`config.mk`:
```
export PLATFORM = sky130hd
export DESIGN_NAME = mrfp_div
export DESIGN_NICKNAME = d
export VERILOG_FILES = /design/src/hdl/mrfp_pkg.sv /design/src/hdl/mrfp_div.sv
export SDC_FILE = /design/constraint.sdc
export NUM_CORES = 1
export LEC_CHECK = 0
export ABC_AREA = 1
export BUFFER_PORTS_ARGS = -buffer_cell sky130_fd_sc_hd__clkbuf_2
export CAP_MARGIN = 20
export CORE_ASPECT_RATIO = 1.25
export CORE_MARGIN = 8
export CORE_UTILIZATION = 60
export CTS_BUF_LIST = sky130_fd_sc_hd__clkbuf_8 sky130_fd_sc_hd__clkbuf_16
export DETAILED_ROUTE_END_ITERATION = 10
export PLACE_DENSITY_LB_ADDON = 0.2
export REMOVE_ABC_BUFFERS = 1
export SLEW_MARGIN = 30
export SYNTH_ARGS = -nofsm -noshare
export SYNTH_HDL_FRONTEND = slang
export SYNTH_SLANG_ARGS = --single-unit
export TNS_END_PERCENT = 5
```
`constraint.sdc`:
```
create_clock -name i_clk -period 12.5 [get_ports i_clk]
set_input_delay 1.25 -clock i_clk [delete_from_list [all_inputs] [get_ports i_clk]]
set_output_delay 1.25 -clock i_clk [all_outputs]
set_load 0.01 [all_outputs]
```
`src/hdl/mrfp_pkg.sv`:
```
// Package with shared constants and types for the modular root block.
`timescale 1ns / 1ps
package mrfp_pkg;
    localparam int PRIME_BITS = 32;
    localparam logic [31:0] P_MASK = (PRIME_BITS >= 32) ? 32'hFFFF_FFFF :
        32'((64'd1 << PRIME_BITS) - 64'd1);
    localparam int XW = 34;

    typedef struct packed {
        logic        start;
        logic        short_mode;
        logic [63:0] dividend;
        logic [31:0] divisor;
    } t_div_req;

    typedef struct packed {
        logic        done;
        logic [63:0] quo;
        logic [31:0] rem;
    } t_div_rsp;
endpackage

```
`src/hdl/mrfp_div.sv`:
```
// Bit-serial restoring divider shared by all reductions and quotients.
`timescale 1ns / 1ps
module mrfp_div (
    input  logic              i_clk,
    input  logic              i_rst_n,
    input  mrfp_pkg::t_div_req i_req,
    output mrfp_pkg::t_div_rsp o_rsp
);
    import mrfp_pkg::*;

    logic        r_busy;
    logic        r_done;
    logic [6:0]  r_cnt;
    logic [31:0] r_rem;
    logic [63:0] r_quo;
    logic [31:0] r_dvs;
    logic [32:0] trial;
    logic        ge;

    assign trial = {r_rem, r_quo[63]};
    assign ge    = (trial >= {1'b0, r_dvs});

    always_ff @(posedge i_clk) begin
        if (!i_rst_n) begin
            r_busy <= 1'b0;
            r_done <= 1'b0;
            r_cnt  <= '0;
        end else begin
            r_done <= 1'b0;
            if (i_req.start) begin
                r_busy <= 1'b1;
                r_cnt  <= i_req.short_mode ? 7'd32 : 7'd64;
                r_rem  <= '0;
                r_quo  <= i_req.short_mode ? {i_req.dividend[31:0], 32'd0} : i_req.dividend;
                r_dvs  <= i_req.divisor;
            end else if (r_busy) begin
                r_rem <= ge ? 32'(trial - {1'b0, r_dvs}) : trial[31:0];
                r_quo <= {r_quo[62:0], ge};
                r_cnt <= r_cnt - 7'd1;
                if (r_cnt == 7'd1) begin
                    r_busy <= 1'b0;
                    r_done <= 1'b1;
                end
            end
        end
    end

    assign o_rsp.done = r_done;
    assign o_rsp.quo  = r_quo;
    assign o_rsp.rem  = r_rem;
endmodule

```
==> results.toml, run 1 <==
[setup_path]
rr_worst_depth = 9
end_kind = "flip-flop"
cp_max_fo = 64
crit_arrival_ns = 3.12
crit_type = "input pin to flip-flop"
cp-start-kind = "input pin"
cp.required_ns = 12.54

[grt]
grt_pass1_vias = 8125
antenna_found_initial = 0
grt_pass1_wl_um = 38900
grt_max_degree = 98
grt_use_total_pct = 25.7
overflow = 0

[hold_path]
min_path_cells = 2
hp-class = "flip-flop to flip-flop"

[place]
hpwl_um = 18400
gp_congestion = 0.934
io_buffers = 196

[timing]
fmax_ghz = 0.324
setup_viol = 0
hold_viol_final = 0
worstMarginPinSlew_ns = 0.924
clock_skew_ns = 0.00818
min_period_over_period_pct = 24.7
rsz0062_at_grt = "false"
drv_slew = 0
tns_ns = 0
max_slew_margin_pct = 38.3
min_period_ns = 3.08

[floorplanning]
die_h_um = 152
num_rows = 49
io_pins = 197
core-area_mm2 = 0.0144
die_w_um = 125
dieArea_mm2 = 0.0189
start_util_pct = 61.3

[power_and_ir_drop]
p_leak_uw = 0.00551
cellPowerDensity_mw_per_mm2 = 137
max-vdd-ir-drop_mv = 0.0930

[clock_tree]
ctsHoldBuffers = 0
cts_buffer_depth = 2
numCtsBuffers = 17
cts_resized = 0
cts_tree = "yes"
worst_skew_pair.late_latency_ns = 0.42
cts.htree.levels = 4
post_cts_buffers = 0
clock_sinks = 137
root_buffer = "clkbuf_16"
clk_pin_slew_worst_paths_ns = 0.06

[logic_synthesis]
synth_edf_count = 128
synth_top_area_share_pct = 43.5
yosysTopAreaCell = "edfxtp_1"
ys_ff_latch = 137
synth_cell_types = 43
syn-cell-area_mm2 = 0.00883
synth_area_per_cell_um2 = 7.79
postSynth.asyncResetShare_pct = 0
yosys-top-cells-area = "edfxtp_1 44%, nand2_1 15%, inv_1 9.9%"
yosysWarnings = 0
synth-main-ff-cell = "edfxtp_1"
netlist_instances = 1134
yosysSeqAreaShare_pct = 45.6

[route]
drtPass1Iterations = 5
drc = 0
wl_um = 24300
num_vias = 7920
wl_per_cell_um = 16.1
ant_nets = 0
viasPerCell = 5.23
initialDrtViolationCount = 449

[final_layout]
layout_commonest_cell = "nand2_1"
final_cell_mix = "360 x nand2_1, 233 x inv_1, 196 x clkbuf_2"
n_fill_cell = 1139
area_growth_pct = 18.6
fin_util_pct = 72.7
multi_input_area_mm2 = 0.00371
n_antenna_cell = 0
drive_gt1_share_pct = 21.0
regArea_mm2 = 0.00402
nets = 1458

[run]
max_cap_violations = 0

[run_status]
status = "completed"
==> kinds of logic (layout without fill, tap and decap cells) <==
group	count (synthesis)	after routing	synth area share, %
DFF	137	137	45.6
buffers and inverters	275	476	12.5
and+or+nand+nor	578	578	28.3
AOI/OAI and AO/OA	90	90	6.70
xor gates and xnor gates	19	19	1.88
adders and majority gates	35	35	5.04
==> flip-flops by register name, summed over array words and instances (netlist names) <==
name and cells:
r_quo 64, r_dvs 32, r_rem 32, r_cnt 7, r_busy 1, r_done 1
==> power by group <==
part / switching [uW] / internal, uW / leakage (uW)
logic: 228 / 126 / 0.00393
registers: 22.9 / 549 / 0.00131
clock network: 196 / 310 / 0.000281
total: 447 / 986 / 0.00551
==> path summary, 6_finish.rpt <==
path	from	endpoint	slack [ns]
max	i_req[97]	r_rem[30]$_SDFFCE_PP0P_	9.42
min	r_cnt[0]$_SDFFE_PN0N_	r_cnt[0]$_SDFFE_PN0N_	0.54
max reg2reg	r_rem[27]$_SDFFCE_PP0P_	r_rem[11]$_SDFFCE_PP0P_	9.81
min reg2reg	r_cnt[0]$_SDFFE_PN0N_	r_cnt[0]$_SDFFE_PN0N_	0.54
==> final cells by class <==
| type | count | share of cell area [%] |
|---|---|---|
| timing repair buffer | 200 | 9.69 |
| clock buffer | 17 | 4.06 |
| tap | 178 | 2.13 |
| sequential | 137 | 38.4 |
| clock inverter | 14 | 1.48 |
| inverter | 245 | 8.80 |
| multi-input combinational | 722 | 35.4 |
==> critical path, cell delays in order <==
cell and delay (ns):
clkbuf_2 0.17, nor2_1 0.11, nor2_4 0.71, buf_4 0.76
==> cells in the mapped netlist, drive strengths merged, types with 4 or more instances <==
cell type,number
a21oi,20
and2,10
buf,15
clkbuf,15
dfxtp,9
edfxtp,128
ha,34
inv,242
nand2,372
nand3,38
nand3b,23
nand4,5
nor2,123
nor3,4
o21ai,33
o221ai,32
xor2,16
==> stage by stage <==
| stage | std cells | hold WS [ns] | cell area [um^2] | total power [uW] | worst slack, ns |
|---|---|---|---|---|---|
| 2_1_floorplan | 1104 | 0.483 | 8650 | 822 | 6.61 |
| 3_3_place_gp | 1482 | 0.508 | 9890 | 927 | 9.04 |
| 3_5_place_dp | 1482 | 0.510 | 9890 | 934 | 9.02 |
| 4_1_cts | 1513 | 0.540 | 10500 | 1440 | 9.45 |
| 5_1_grt | 1513 | 0.561 | 10500 | 1500 | 9.29 |
| 6_report | 1513 | 0.543 | 10500 | 1430 | 9.42 |
==> per-layer routing <==
layer / vias up / global-route usage (%) / share of wire (%)
met5: - / 0 / 0
li1: 3930 / - / -
met2: 353 / 45.3 / 50
met1: 3581 / 28.4 / 39
met4: 0 / 11.0 / 3.1
met3: 56 / 8.01 / 8.8
Power figures use the tool's default switching activity.
==> inputs of run 2 (changes only) <==
- CORE_UTILIZATION: 60 -> 50
- clock period: 12.5 -> 2.65 ns (I/O delays scaled with it)
==> results.toml, run 2 (same netlist as run 1, synthesis figures left out) <==
[route]
wl_um = 25500
initialDrtViolationCount = 588
drc = 0
drtPass1Iterations = 7
ant_nets = 0
num_vias = 7843
viasPerCell = 4.95
wl_per_cell_um = 16.1

[setup_path]
crit_arrival_ns = 2.65
rrSetupSlack_ns = 0.18
cp-start-kind = "flip-flop"
end_kind = "flip-flop"
cp.required_ns = 2.83
slowest_stage = "fa_1"
crit_type = "flip-flop to flip-flop"
cp_max_fo = 3
cp_slowest_stage_delay_ns = 0.42
crit_path_cell_trace = "inv_1 -> ha_1 -> fa_1 -> inv_1 -> nand2_1 -> nand2_1 -> and2_1 -> nand2_1 -> nand3_1 -> nand2_1 -> nand3_1 -> nand2_1 -> nor2_2 -> nor2_1"
crit_path_frequent_cell = "nand2_1"

[grt]
grt_max_degree = 98
met3_usage_pct = 8.03
overflow = 0
met1_usage_pct = 25.8
grt_use_total_pct = 23.5
grt_pass1_vias = 8069
antenna_found_initial = 1
grt_use_met2_pct = 40.8
grt_busiest_layer = "met2"
grt_pass1_wl_um = 40800

[clock_tree]
worst_skew_pair.late_latency_ns = 0.43
clock_sinks = 137
root_buffer = "clkbuf_16"
cts_buffer_depth = 2
clk_pin_slew_worst_paths_ns = 0.06
numCtsBuffers = 17
cts.htree.levels = 4
cts_tree = "yes"

[floorplanning]
core-area_mm2 = 0.0174
die_h_um = 165
num_rows = 54
die_w_um = 135
io_pins = 197
dieArea_mm2 = 0.0222
start_util_pct = 50.9

[hold_path]
hp-class = "input pin to flip-flop"

[final_layout]
final_cell_area_mm2 = 0.0108
area_growth_pct = 22.2
final_cell_mix = "360 x nand2_1, 233 x inv_1, 196 x clkbuf_2"
largest-register = "r_quo"
largest_register_ffs = 64
n_fill_cell = 1611
regArea_mm2 = 0.00402
drive_gt1_share_pct = 21.9
nets = 1483
layout_commonest_cell = "nand2_1"
multi_input_area_mm2 = 0.00372
biggestRegsByFlops = "r_quo (64), r_dvs (32), r_rem (32)"

[timing]
hold_viol_final = 0
setup_ws_ns = 0.180
fmax_ghz = 0.405
min_period_ns = 2.47
worstMarginPinSlew_ns = 0.765
clock_skew_ns = 0.0126
setup_viol = 0
max_slew_margin_pct = 49.0
min_period_over_period_pct = 93.2
rsz0062_at_grt = "false"
drv_slew = 0

[place]
io_buffers = 196
hpwl_um = 19400
dp_slack_ns = 0.133
gp_congestion = 0.968
post_dp_cell_area_mm2 = 0.0101

[power_and_ir_drop]
p_leak_uw = 0.00564
cellPowerDensity_mw_per_mm2 = 629
max-vdd-ir-drop_mv = 0.463

[run_status]
status = "completed"

[run]
max_cap_violations = 0
-- run 2: changes by cell type in the layout (fill, tap and decap cells not counted), moves of 2 or more --
| cell | before | now |
|---|---|---|
| inv_6 | 2 | 4 |
| buf_4 | 3 | 13 |
| inv_8 | 0 | 2 |
| bufinv_16 | 3 | 1 |
| clkinv_1 | 5 | 1 |
| clkinv_4 | 1 | 3 |
| dlygate4sd3_1 | 0 | 12 |
| buf_12 | 0 | 3 |
-- run 2: repair_timing --
item                                   4_1_cts  5_1_grt
endpoints found under the hold margin       12        0
setup endpoints to repair                    0       15
resized for setup                            0        1
hold buffers                                12        0
buffers inserted                             0        3
-- run 2: metal layers --
layer / vias up / wire, um
met5: - / 0
met4: 0 / 680
met3: 43 / 2070
met2: 248 / 12800
met1: 3562 / 9970
li1: 3990 / -
-- run 2: critical path, delay by kind of cell, from the launching register on --
| family | cells | cell delay (ns) |
|---|---|---|
| and+or+nand+nor | 10 | 1.06 |
| adders and majority gates | 2 | 0.64 |
| DFF | 1 | 0.34 |
| buffers and inverters | 2 | 0.19 |
-- run 2: path summary, 6_finish.rpt --
kind / start / endpoint / cells after the start
setup / recovery: r_quo[63]$_DFFE_PP_ / r_rem[28]$_SDFFCE_PP0P_ / 14
hold / removal: i_req[28] / r_dvs[28]$_DFFE_PP_ / 1
setup reg to reg: r_quo[63]$_DFFE_PP_ / r_rem[28]$_SDFFCE_PP0P_ / 14
hold reg to reg: r_cnt[1]$_SDFFE_PN0N_ / r_cnt[1]$_SDFFE_PN0N_ / 2
-- run 2: power by group --
group / internal (uW) / switching (uW)
Sequential: 2590 / 104
Clock: 1340 / 1010
Combinational: 650 / 1100
Total: 4580 / 2220
-- run 2: cell type report --
type                    count  area share, %
flip-flops and latches    137           37.3
well taps                 224           2.60
clock buffers              18           4.07
inverters                 245           8.54
multi-input cells         722           34.5
clock inverters            14           1.27
diodes                      1         0.0232
repair buffers            225           11.8
-- run 2: stage by stage --
stage	setup TNS (ns)	hold slack (ns)	utilization [%]	std cells	power, uW
5_1_grt	0	0.00177	62.2	1586	7170
4_1_cts	0	0.000190	62.0	1582	6820
2_1_floorplan	-231.39	0.364	-	1104	3880
3_3_place_gp	0	0.441	57.9	1538	4430
6_report	0	0.0173	62.2	1586	6790
3_5_place_dp	0	0.444	58.0	1538	4450
